<file path="config.mk">
export PLATFORM = sky130hd
export DESIGN_NAME = block_address_translation
export DESIGN_NICKNAME = d
export VERILOG_FILES = /design/src/rtl/bat_pkg.sv /design/src/rtl/block_address_translation.sv /design/src/rtl/bat_table.sv
export SDC_FILE = /design/constraint.sdc
export NUM_CORES = 1
export LEC_CHECK = 0
export BUFFER_PORTS_ARGS = -buffer_cell sky130_fd_sc_hd__buf_2
export CORE_MARGIN = 5
export CORE_UTILIZATION = 45
export DETAILED_ROUTE_END_ITERATION = 8
export PLACE_DENSITY_LB_ADDON = 0.1
export SYNTH_ARGS = -nofsm -noshare
export SYNTH_HDL_FRONTEND = slang
export SYNTH_SLANG_ARGS = --single-unit
export TNS_END_PERCENT = 30
</file>
<file path="constraint.sdc">
create_clock -name clk_i -period 11.8 [get_ports clk_i]
set_clock_uncertainty 0.05 [all_clocks]
set_input_delay 3.54 -clock clk_i [delete_from_list [all_inputs] [get_ports clk_i]]
set_output_delay 3.54 -clock clk_i [all_outputs]
set_load 0.05 [all_outputs]
</file>
<file path="src/rtl/bat_pkg.sv">
// Shared constants and types for the block address translation unit.
package bat_pkg;

  // Entry pairs held per side (instruction and data)
  localparam int EntryPairs = 4;

  // Address split: 15-bit page index above a 17-bit offset
  localparam int PageShift = 17;
  localparam int PageW     = 15;
  localparam int MaskW     = 11;
  localparam int AttrW     = 4;
  localparam int AddrW     = 32;
  localparam int WordW     = 32;
  localparam int IdxW      = 2;

  // Operation codes
  localparam logic [1:0] OpTranslate = 2'd0;
  localparam logic [1:0] OpLoadUpper = 2'd1;
  localparam logic [1:0] OpLoadLower = 2'd2;

  // Page bits that the block-length mask never covers
  localparam logic [PageW-1:0] FixedPageBits = 15'h7800;

  // Attributes (W I M G) returned with translation off
  localparam logic [AttrW-1:0] AttrFetchOff = 4'h1;
  localparam logic [AttrW-1:0] AttrDataOff  = 4'h3;

  // Table write request
  typedef struct packed {
    logic             en;
    logic             upper;
    logic             fetch;
    logic [IdxW-1:0]  idx;
    logic [WordW-1:0] word;
  } bat_wr_t;

  // Per-entry lookup result
  typedef struct packed {
    logic             match;
    logic [PageW-1:0] page;
    logic [AttrW-1:0] attr;
  } bat_cand_t;

endpackage

</file>
<file path="src/rtl/block_address_translation.sv">
// Top level of the block address translation unit: three-stage lookup pipeline.
//
// Translates one address per cycle when the output is not stalled:
// stage one registers the request, stage two holds the masked page
// compare of every entry, stage three holds the priority pick and
// the composed physical address. Each stage advances when it is empty or the one
// after it moves, so a stalled output only backs up as far as the pipeline is
// full. Load beats write their entry word at acceptance and give no result; a
// translate accepted later sees the new word, one accepted earlier does not.
// Unused operation codes are taken and dropped. Reset clears all entries at once.
module block_address_translation (
  input  logic                        clk_i,
  input  logic                        rst_ni,
  input  logic                        in_valid_i,
  output logic                        in_ready_o,
  input  logic [1:0]                  operation_i,
  input  logic                        instruction_side_i,
  input  logic [bat_pkg::IdxW-1:0]    entry_index_i,
  input  logic [bat_pkg::WordW-1:0]   entry_word_i,
  input  logic [bat_pkg::AddrW-1:0]   effective_address_i,
  input  logic                        translation_on_i,
  output logic                        out_valid_o,
  input  logic                        out_ready_i,
  output logic                        hit_o,
  output logic [bat_pkg::AddrW-1:0]   physical_address_o,
  output logic [bat_pkg::AttrW-1:0]   storage_attributes_o
);
  import bat_pkg::*;

  logic      accept;
  logic      rdy1, rdy2, rdy3;
  bat_wr_t   tbl_wr;
  bat_cand_t cand1 [EntryPairs];

  // Stage 1: registered request
  logic             v1_q;
  logic [AddrW-1:0] ea1_q;
  logic             side1_q;
  logic             on1_q;

  // Stage 2: compare results
  logic             v2_q;
  logic [AddrW-1:0] ea2_q;
  logic             side2_q;
  logic             on2_q;
  bat_cand_t        cand2_q [EntryPairs];

  // Stage 3: output register
  logic             v3_q;
  logic             hit3_q, hit3_d;
  logic [AddrW-1:0] pa3_q, pa3_d;
  logic [AttrW-1:0] attr3_q, attr3_d;

  // Backpressure chain
  assign rdy3       = !v3_q || out_ready_i;
  assign rdy2       = !v2_q || rdy3;
  assign rdy1       = !v1_q || rdy2;
  assign in_ready_o = rdy1;
  assign accept     = in_valid_i && in_ready_o;

  // Entry loads
  always_comb begin
    tbl_wr.en    = accept && ((operation_i == OpLoadUpper) || (operation_i == OpLoadLower)) &&
                   (int'(entry_index_i) < EntryPairs);
    tbl_wr.upper = (operation_i == OpLoadUpper);
    tbl_wr.fetch = instruction_side_i;
    tbl_wr.idx   = entry_index_i;
    tbl_wr.word  = entry_word_i;
  end

  bat_table u_table (
    .clk_i     (clk_i),
    .rst_ni    (rst_ni),
    .wr_i      (tbl_wr),
    .fetch_i   (side1_q),
    .ea_page_i (ea1_q[AddrW-1:PageShift]),
    .cand_o    (cand1)
  );

  // Stage control
  always_ff @(posedge clk_i or negedge rst_ni) begin
    if (!rst_ni) begin
      v1_q <= 1'b0;
      v2_q <= 1'b0;
      v3_q <= 1'b0;
    end else begin
      if (rdy1) v1_q <= accept && (operation_i == OpTranslate);
      if (rdy2) v2_q <= v1_q;
      if (rdy3) v3_q <= v2_q;
    end
  end

  // Stage payloads
  always_ff @(posedge clk_i) begin
    if (rdy1) begin
      ea1_q   <= effective_address_i;
      side1_q <= instruction_side_i;
      on1_q   <= translation_on_i;
    end
    if (rdy2) begin
      ea2_q   <= ea1_q;
      side2_q <= side1_q;
      on2_q   <= on1_q;
      cand2_q <= cand1;
    end
    if (rdy3) begin
      hit3_q  <= hit3_d;
      pa3_q   <= pa3_d;
      attr3_q <= attr3_d;
    end
  end

  // First matching entry wins; pass-through when translation is off
  always_comb begin
    logic [PageW-1:0] page;
    logic             found;
    logic [AttrW-1:0] attr;
    found = 1'b0;
    page  = '0;
    attr  = '0;
    for (int k = EntryPairs - 1; k >= 0; k--) begin
      if (cand2_q[k].match) begin
        found = 1'b1;
        page  = cand2_q[k].page;
        attr  = cand2_q[k].attr;
      end
    end
    if (!on2_q) begin
      hit3_d  = 1'b1;
      pa3_d   = ea2_q;
      attr3_d = side2_q ? AttrFetchOff : AttrDataOff;
    end else if (found) begin
      hit3_d  = 1'b1;
      pa3_d   = {page, ea2_q[PageShift-1:0]};
      attr3_d = attr;
    end else begin
      hit3_d  = 1'b0;
      pa3_d   = '0;
      attr3_d = '0;
    end
  end

  assign out_valid_o          = v3_q;
  assign hit_o                = hit3_q;
  assign physical_address_o   = pa3_q;
  assign storage_attributes_o = attr3_q;

endmodule

</file>
<file path="src/rtl/bat_table.sv">
// Entry storage for both sides plus the per-entry page compare.
module bat_table (
  input  logic                           clk_i,
  input  logic                           rst_ni,
  input  bat_pkg::bat_wr_t               wr_i,
  input  logic                           fetch_i,
  input  logic [bat_pkg::PageW-1:0]      ea_page_i,
  output bat_pkg::bat_cand_t             cand_o [bat_pkg::EntryPairs]
);
  import bat_pkg::*;

  logic [WordW-1:0] fetch_upper_q [EntryPairs];
  logic [WordW-1:0] fetch_lower_q [EntryPairs];
  logic [WordW-1:0] data_upper_q  [EntryPairs];
  logic [WordW-1:0] data_lower_q  [EntryPairs];

  // Entry words; reset leaves every entry invalid
  always_ff @(posedge clk_i or negedge rst_ni) begin
    if (!rst_ni) begin
      for (int k = 0; k < EntryPairs; k++) begin
        fetch_upper_q[k] <= '0;
        fetch_lower_q[k] <= '0;
        data_upper_q[k]  <= '0;
        data_lower_q[k]  <= '0;
      end
    end else if (wr_i.en) begin
      for (int k = 0; k < EntryPairs; k++) begin
        if (int'(wr_i.idx) == k) begin
          if (wr_i.upper && wr_i.fetch)   fetch_upper_q[k] <= wr_i.word;
          if (wr_i.upper && !wr_i.fetch)  data_upper_q[k]  <= wr_i.word;
          if (!wr_i.upper && wr_i.fetch)  fetch_lower_q[k] <= wr_i.word;
          if (!wr_i.upper && !wr_i.fetch) data_lower_q[k]  <= wr_i.word;
        end
      end
    end
  end

  // Masked compare and candidate page for each entry of the selected side
  for (genvar k = 0; k < EntryPairs; k++) begin : g_entry
    logic [WordW-1:0] upper_w;
    logic [WordW-1:0] lower_w;
    logic [MaskW-1:0] len_mask;
    logic [PageW-1:0] probe;

    assign upper_w  = fetch_i ? fetch_upper_q[k] : data_upper_q[k];
    assign lower_w  = fetch_i ? fetch_lower_q[k] : data_lower_q[k];
    assign len_mask = upper_w[12:2];
    assign probe    = ea_page_i & (FixedPageBits | {{(PageW-MaskW){1'b0}}, ~len_mask});

    assign cand_o[k].match = (|upper_w[1:0]) && (probe == upper_w[31:PageShift]);
    assign cand_o[k].page  = lower_w[31:PageShift] |
                             (ea_page_i & {{(PageW-MaskW){1'b0}}, len_mask});
    assign cand_o[k].attr  = lower_w[6:3];
  end

endmodule

</file>
* After elaboration in Yosys (flattened, before gate mapping)
Cells that the tools add are included.
** Storage, ports and cells
- Bits in registers :: 700
- Word-level logic and storage cells :: 133
- Output and inout bits :: 39
** Cells by class
- Equal/unequal tests :: 9
- Bitwise gates (word level) :: 16
- Reductions and logical operators :: 42
- Muxes and demuxes :: 26
** Operator list (count)
- 32-bit two-way mux :: 10
- 15-bit by 11-bit AND with 15-bit output :: 4
- 15-bit AND :: 4
- 15-bit == test :: 4
- 15-bit two-way mux :: 4
- 15-bit bitwise OR :: 4
- 3-bit AND reduction :: 16
- 11-bit inverter :: 4
- 4-bit two-way mux :: 6
- 1-bit logical AND :: 11
- 2-bit OR reduction :: 4
- 2-bit == test, second input constant :: 3
- 1-bit logical NOT :: 5
- 1-bit two-way mux :: 5
- 2-bit by 1-bit == test with 1-bit output, second input constant :: 2
- 2-bit logical NOT :: 2
- 1-bit logical OR :: 4
- 2-bit two-way mux :: 1

* Logic depth before layout (Yosys ltp)
Gate-level depths: netlist (run 1).
- Depth after elaboration :: 7
- Mapped depth :: 8

* Hierarchy
Synthesis (run 1) repeated with hierarchy kept, for this count alone.
** Unflattened totals
- Cell total of the unflattened synthesis :: 1719
- Area, all modules :: 24151.9 um2
** Modules (own cells, without submodules)
- bat_table :: instances 1, sequential area each 9409.0 um2, cells an instance 1386, area each 17560.6 um2
- block_address_translation :: instances 1, sequential area each 5630.4 um2, cells an instance 333, area each 6591.3 um2

* Worst setup path before layout (run 1)
OpenSTA, ideal clock, no wires.
- Path type :: input-to-output
- Start :: input out_ready_i
- End :: output in_ready_o
- Data arrival time :: 4.155 ns
- Cell stages on the path :: 1
- Path buffers :: 0
- Required time :: 8.210 ns
- Slack :: 4.055 ns
- Cells stage by stage :: nand4b_4
** On the way
- Word-level cells in the longest chain between the ends :: 3
** RTL lines
- start, declared :: RTL line block_address_translation.sv:23 : input logic out_ready_i,
- 1-bit logical OR :: RTL line block_address_translation.sv:55 : assign rdy3 = !v3_q || out_ready_i;
- 1-bit logical OR :: RTL line block_address_translation.sv:56 : assign rdy2 = !v2_q || rdy3;
- 1-bit logical OR :: RTL line block_address_translation.sv:57 : assign rdy1 = !v1_q || rdy2;
- end, declared :: RTL line block_address_translation.sv:15 : output logic in_ready_o,
No other way between the ends.

* Final worst setup path (run 1)
Ends and elaborated chain as after synthesis.

==> results of run 1 <==
where the power goes:
part	leakage (nW)	total [mW]	switching, mW	internal, mW
Combinational	3.89	0.683	0.344	0.339
Sequential	6.92	2.60	0.200	2.40
Clock	0.914	1.79	0.759	1.03
Total	11.7	5.07	1.30	3.77
worst register-to-register path, stage by stage (launching register included):
cell and delay (ns):
edfxtp_1 0.32, buf_4 0.45, buf_12 0.48, buf_4 0.62
nor3_1 0.12, a21oi_1 0.37, o221ai_1 0.16, or4_1 0.62
a2111oi_2 0.57
cells in the mapped netlist, types with 4 or more instances:
library cell | instances | share of area
clkbuf_1 | 47 | 0.0073
mux2_4 | 20 | 0.012
buf_2 | 43 | 0.0089
a221oi_1 | 24 | 0.0087
nand2b_1 | 19 | 0.0049
inv_1 | 30 | 0.0046
or3_1 | 8 | 0.0021
o22ai_1 | 17 | 0.0044
nor2_1 | 28 | 0.0043
nor3b_1 | 16 | 0.0050
buf_6 | 7 | 0.0033
buf_4 | 6 | 0.0019
xor2_1 | 7 | 0.0025
o31ai_1 | 7 | 0.0022
nand2_2 | 6 | 0.0015
o221ai_1 | 10 | 0.0036
mux2_1 | 10 | 0.0046
and2_1 | 17 | 0.0044
nand4_1 | 9 | 0.0023
nand2_1 | 7 | 0.0011
o21ai_0 | 84 | 0.017
o211ai_1 | 14 | 0.0043
nor2b_1 | 20 | 0.0052
a211oi_1 | 48 | 0.015
edfxtp_1 | 185 | 0.23
xnor2_1 | 10 | 0.0036
nand3_1 | 4 | 0.00083
nor3_1 | 59 | 0.012
mux2_2 | 378 | 0.18
dfrtp_1 | 379 | 0.39
a21oi_1 | 128 | 0.026
o2111ai_1 | 6 | 0.0022
mux2i_1 | 17 | 0.0070
nor4_1 | 4 | 0.0010
registers in the layout, indices dropped and copies added, names as in the netlist, 4 cells and up:
name / cells
u_table.fetch_upper_q: 112
u_table.data_lower_q: 76
ea1_q: 32
physical_address_o: 32
storage_attributes_o: 4
u_table.fetch_lower_q: 76
u_table.data_upper_q: 112
cand2_q: 80
ea2_q: 32
final cells by class:
class	instances	area (um2)
clock buffer	98	1750
multi-input combinational	1014	8520
tap	696	871
antenna	6	15.0
timing repair buffer	131	748
fill	4671	26400
sequential	564	15000
clock inverter	14	108
inverter	31	116
per-layer routing:
metal | vias to the layer above | share of wire | GRT usage
met1 | 7823 | 0.46 | 0.328
met5 | - | 0.00019 | 0
met2 | 365 | 0.47 | 0.361
li1 | 6650 | - | -
met3 | 94 | 0.054 | 0.0404
met4 | 2 | 0.024 | 0.0616
cell families (layout without fill, tap and decap cells):
logic type	Yosys count	count (layout)	synth area share
AOI/OAI and AO/OA	351	351	0.0889
xor gates and xnor gates	17	17	0.00615
adders and majority gates	2	2	0.00103
buffers and inverters	139	274	0.0282
DFF	564	564	0.621
muxes	425	425	0.200
other	0	6	0
and+or+nand+nor	219	219	0.0551
final timing paths:
| kind | endpoint | slack (ns) | cells after the start |
|---|---|---|---|
| setup reg to reg | cand2_q[19] | 7.76 | 8 |
| hold / removal | ea2_q[16] | 0.37 | 0 |
| hold reg to reg | ea2_q[16] | 0.37 | 0 |
| min in group asynchronous | u_table.fetch_lower_q[116] | 2.87 | 1 |
| max in group asynchronous | u_table.fetch_lower_q[93] | 6.46 | 3 |
| setup / recovery | in_ready_o | 3.42 | 3 |
per-stage QoR:
step,power [mW],cell area (um2),setup WS (ns)
floorplan,3.07,24200,4.06
CTS,5.12,27200,3.36
global route,5.30,27200,3.31
finish,5.07,27200,3.42
global placement,3.28,25300,3.38
detailed placement,3.32,25300,3.33
==> key figures, run 1 <==
Outcome
  • Status: completed

Synthesis
  • Syn_area_per_cell: 14.1 um2
  • Number of synthesized register bits: 564
  • YS warnings: 0
  • Syn Std Cell Area: 24200 um2
  • Async S/R FF share, synth: 0.672
  • Post-Syn Nets: 1793
  • Synth unique cells: 60
  • Gate Count Post-Synth: 1717
  • Primary FF master, synth: dfrtp_1
  • Register area share after synthesis: 0.621
  • Post-synth EDFFs: 185

Cells and area
  • Layout Area Growth over Synthesis: 12.2%
  • Final #Nets: 1877
  • Most common cell after layout, fill and taps aside: dfrtp_1
  • Most frequent cells in the layout: 379 x dfrtp_1, 378 x mux2_2, 185 x edfxtp_1
  • Layout cells sized above 1: 0.344
  • Core Util, Final: 0.507
  • Layout Cells excl Fill: 2554

STA
  • Final worst-path cycle share: 0.710
  • Slew Viols, Final: 0
  • Worst hold margin: 0.367 ns
  • Actual slew at the worst max-slew pin: 1.16 ns
  • Worst rel slew slack: 0.226
  • Post-Route Setup TNS: 0 ns
  • Hold Violations, Final: 0
  • RSZ-0062 raised after global routing: false
  • Final Critical Period: 8.38 ns
  • Final setup violating endpoints: 0
  • F_max: 0.119 GHz

GRT
  • GRT overflow: 0
  • Initial antenna violation count: 9
  • Pin count of the biggest net entering global routing: 160
  • Gr usage total: 0.228
  • Global-route wire length before repair: 101000 um
  • Number of global-route vias before repair: 15000

Floorplan
  • Chip Width: 242 um
  • Starting Density: 0.452
  • DIE AREA: 58600 um2
  • # IOs: 113
  • Core box area: 53600 um2
  • # rows: 85
  • Die Y: 242 um

Critical path
  • CP Data Required Time: 8.21 ns
  • CP Capture Type: output port
  • CP peak stage delay: 0.67 ns
  • WP buf/inv: 2
  • CP Max Fanout: 38
  • RR Startpoint: side1_q
  • Critical setup path kind: in2out
  • Slowest cell on crit path: nand4b_4
  • Worst Setup SP: out_ready_i
  • Crit path top cell by count: buf_2
  • CP Data Arrival Time: 4.79 ns
  • CP Launch Type: primary input
  • Top delay family on crit path: simple AND/OR/NAND/NOR gates
  • CP cell instances: buf_2 > nand4b_4 > buf_2

Clocking
  • Worst-Skew Late Latency: 0.62 ns
  • Num CTS Buffers: 59
  • Post-CTS setup buffer count: 0
  • Hold-fix buffers, CTS: 0
  • Resized cells post-CTS: 0
  • H-tree depth: 2
  • Clk slew on worst S/H paths: 0.06 ns
  • Worst-case clock buffer depth: 3
  • Clock root cell: clkbuf_16
  • CTS tree: done
  • Sink Count: 564

Place
  • PortBufs: 108
  • RD Place Congestion: 0.829
  • DP HPWL: 41000 um
  • Dpl cells: 2436

Routing
  • ANT nets after route: 0
  • Vias/cell: 5.85
  • DR iter-0 viols: 1193
  • First-pass iteration count of the detailed router: 5
  • Routed vias: 14900
  • Routed length per instance: 26.5 um
  • Residual DRC count: 0
  • WL final: 67600 um

Hold path
  • Hold Crit Start: ea1_q[16]
  • Hold Crit Class: reg2reg

Run
  • Max cap viols: 0

Power and ir drop
  • Power Density: 187 nW/um2
  • Leak: 11.7 nW
  • VDD IR max: 0.109 mV
(Power assumes the default switching activity.)
==> run 2: changes to the inputs <==
==> constraint.sdc (replaced) <==
create_clock -name clk_i -period 8.2 [get_ports clk_i]
set_clock_uncertainty 0.05 [all_clocks]
set_input_delay 2.46 -clock clk_i [delete_from_list [all_inputs] [get_ports clk_i]]
set_output_delay 2.46 -clock clk_i [all_outputs]
set_load 0.05 [all_outputs]
==> run 2 against run 1 <==
  * Sequential share of layout area is 0.066 points lower
  * First-iteration DRC count decreased by 8.2%
  * Final cell count rose by 0.20%
==> key figures, run 2 (synthesized netlist as in run 1, its figures left out) <==
Floorplan
  • Starting Density: 0.452 (unchanged)
  • # rows: 85 (unchanged)
  • Die Y: 242 um (unchanged)
  • # IOs: 113 (unchanged)
  • Chip Width: 242 um (unchanged)
  • DIE AREA: 58600 um2 (unchanged)
  • Core box area: 53600 um2 (unchanged)

Clocking
  • Sink Count: 564 (unchanged)
  • Clk slew on worst S/H paths: 0.06 ns (about the same)
  • Hold-fix buffers, CTS: 0 (unchanged)
  • Worst-Skew Late Latency: 0.62 ns (about the same)
  • Clock root cell: clkbuf_16
  • Num CTS Buffers: 59 (unchanged)
  • H-tree depth: 2 (unchanged)
  • Resized cells post-CTS: 0 (unchanged)
  • CTS tree: done
  • Worst-case clock buffer depth: 3 (unchanged)
  • Post-CTS setup buffer count: 0 (unchanged)

GRT
  • Number of global-route vias before repair: 14900 (-0.41%)
  • Gr usage total: 0.226 (-0.00158)
  • Initial antenna violation count: 13 (+4)
  • Global-route wire length before repair: 101000 um (-0.88%)
  • GRT overflow: 0 (unchanged)
  • Pin count of the biggest net entering global routing: 131 (-18%)

Routing
  • Met3 routed WL: 3800 um (+4.4%)
  • First-pass iteration count of the detailed router: 5 (unchanged)
  • Met1 wire length: 30700 um (-0.22%)
  • WL met2: 31000 um (-1.7%)
  • ANT nets after route: 0 (unchanged)
  • Routed vias: 14900 (-0.15%)
  • WL final: 67100 um (-0.65%)
  • Residual DRC count: 0 (unchanged)
  • Top layer in use: met5
  • Vias/cell: 5.83 (-0.35%)
  • DR iter-0 viols: 1095 (-8.2%)
  • Routed length per instance: 26.2 um (-0.84%)

Critical path
  • WP buf/inv: 2 (unchanged)
  • Critical setup path kind: in2out
  • CP Launch Type: primary input
  • CP Data Arrival Time: 3.75 ns (-1.04 ns)
  • Crit path top cell by count: buf_2
  • CP Data Required Time: 5.69 ns (-2.52 ns)
  • Slowest cell on crit path: nand4b_4
  • CP Max Fanout: 38 (unchanged)
  • CP Depth: 3 (unchanged)
  • Worst Setup EP: in_ready_o
  • Worst Setup SP: out_ready_i
  • CP peak stage delay: 0.70 ns (+0.03 ns)
  • FF-to-FF path depth: 6 (-2)
  • CP Capture Type: output port
  • CP cell instances: buf_2 > nand4b_4 > buf_2
  • RR Startpoint: side1_q
  • Flop2flop setup slack: 4.33 ns (-3.43 ns)
  • FF-to-FF End: cand2_q[59]
  • Top delay family on crit path: simple AND/OR/NAND/NOR gates

Power and ir drop
  • Leak: 11.8 nW (+0.28%)
  • P_int: 5.42 mW (+44%)
  • Flop pwr share: 0.511 (about the same)
  • Comb power frac: 0.134 (about the same)
  • Sw power: 1.88 mW (+44%)
  • Power Density: 268 nW/um2 (+44%)
  • VDD IR max: 0.158 mV (+45%)
  • Clk pwr share: 0.355 (+0.002)
  • Net switching share of the total power: 0.258 (+0.000545)

Cells and area
  • Most frequent cells in the layout: 379 x dfrtp_1, 378 x mux2_2, 185 x edfxtp_1
  • Register area: 15000 um2 (unchanged)
  • Layout cells sized above 1: 0.348 (+0.00303)
  • Biggest regs: u_table.data_upper_q x112, u_table.fetch_upper_q x112, cand2_q x80
  • Most common cell after layout, fill and taps aside: dfrtp_1
  • Layout Area Growth over Synthesis: 12.3%
  • Multi-input gate area: 8520 um2 (unchanged)
  • Filler cell count: 4637 (-0.73%)
  • Final instance area: 27200 um2 (+0.12%)
  • Final #Nets: 1882 (+0.27%)

Place
  • PortBufs: 108 (unchanged)
  • DP HPWL: 41200 um (+0.29%)
  • RD Place Congestion: 0.832 (+0.45%)
  • Post-DP Area: 25300 um2 (about the same)

STA
  • Final worst-path cycle share: 0.764
  • Actual slew at the worst max-slew pin: 1.06 ns (-0.100 ns)
  • Final Critical Period: 6.26 ns
  • Worst hold margin: 0.369 ns (+0.00115 ns)
  • Worst rel slew slack: 0.293 (+0.0672)
  • Post-Route Setup TNS: 0 ns (unchanged)
  • RSZ-0062 raised after global routing: false
  • F_max: 0.160 GHz
  • Hold Violations, Final: 0 (unchanged)
  • Final setup violating endpoints: 0 (unchanged)
  • Slew Viols, Final: 0 (unchanged)

Hold path
  • Hold Crit Class: reg2reg
  • Hold Crit Start: ea1_q[2]

Run
  • Max cap viols: 0 (unchanged)

Outcome
  • Status: completed
## run 2: cell types whose count changed in the layout (fill, tap and decap cells not counted), moves of 2 or more
cell,change
bufinv_16,+2
buf_4,+6
clkinv_2,+5
clkinv_1,+9
clkbuf_1,-12
clkbuf_8,-5
## run 2: how the worst min path moves through the flow
| stage | depth (start not counted) | to |
|---|---|---|
| after floorplan | 0 | ea2_q[0] |
| after global placement | 0 | ea2_q[1] |
| after detailed placement | 0 | ea2_q[3] |
| after CTS | 0 | ea2_q[3] |
| after global routing | 0 | ea2_q[2] |
| final | 0 | ea2_q[2] |
## run 2: area by class of cell
| cell class | instances | share of cell area |
|---|---|---|
| Inverter | 31 | 0.00428 |
| Clock buffer | 81 | 0.0603 |
| Clock inverter | 30 | 0.00832 |
| Sequential cell | 564 | 0.553 |
| Tap cell | 696 | 0.0320 |
| Timing Repair Buffer | 136 | 0.0284 |
| Multi-Input combinational cell | 1014 | 0.313 |
| Antenna cell | 7 | 0.000644 |
## run 2: power by group through the flow
stage | logic [mW] | clock network (mW) | registers [mW]
floorplan | 0.662 | 0 | 3.75
global placement | 0.962 | 0 | 3.76
detailed placement | 0.984 | 0 | 3.78
CTS | 0.988 | 2.65 | 3.73
global route | 1.07 | 2.77 | 3.79
finish | 0.979 | 2.59 | 3.73
## run 2: through the flow
stage,instances,utilization,setup WS (ns),total power [mW]
4_1_cts,2552,0.507,1.90,7.37
5_1_grt,2553,0.507,1.83,7.64
6_report,2559,0.508,1.94,7.31
3_3_place_gp,2441,0.472,1.94,4.72
2_1_floorplan,1717,-,1.81,4.42
3_5_place_dp,2441,0.472,1.88,4.77
## run 2: per-layer routing
layer,track usage,up-vias
met5,0,-
met2,0.352,372
li1,-,6652
met4,0.0586,8
met1,0.331,7791
met3,0.0425,88
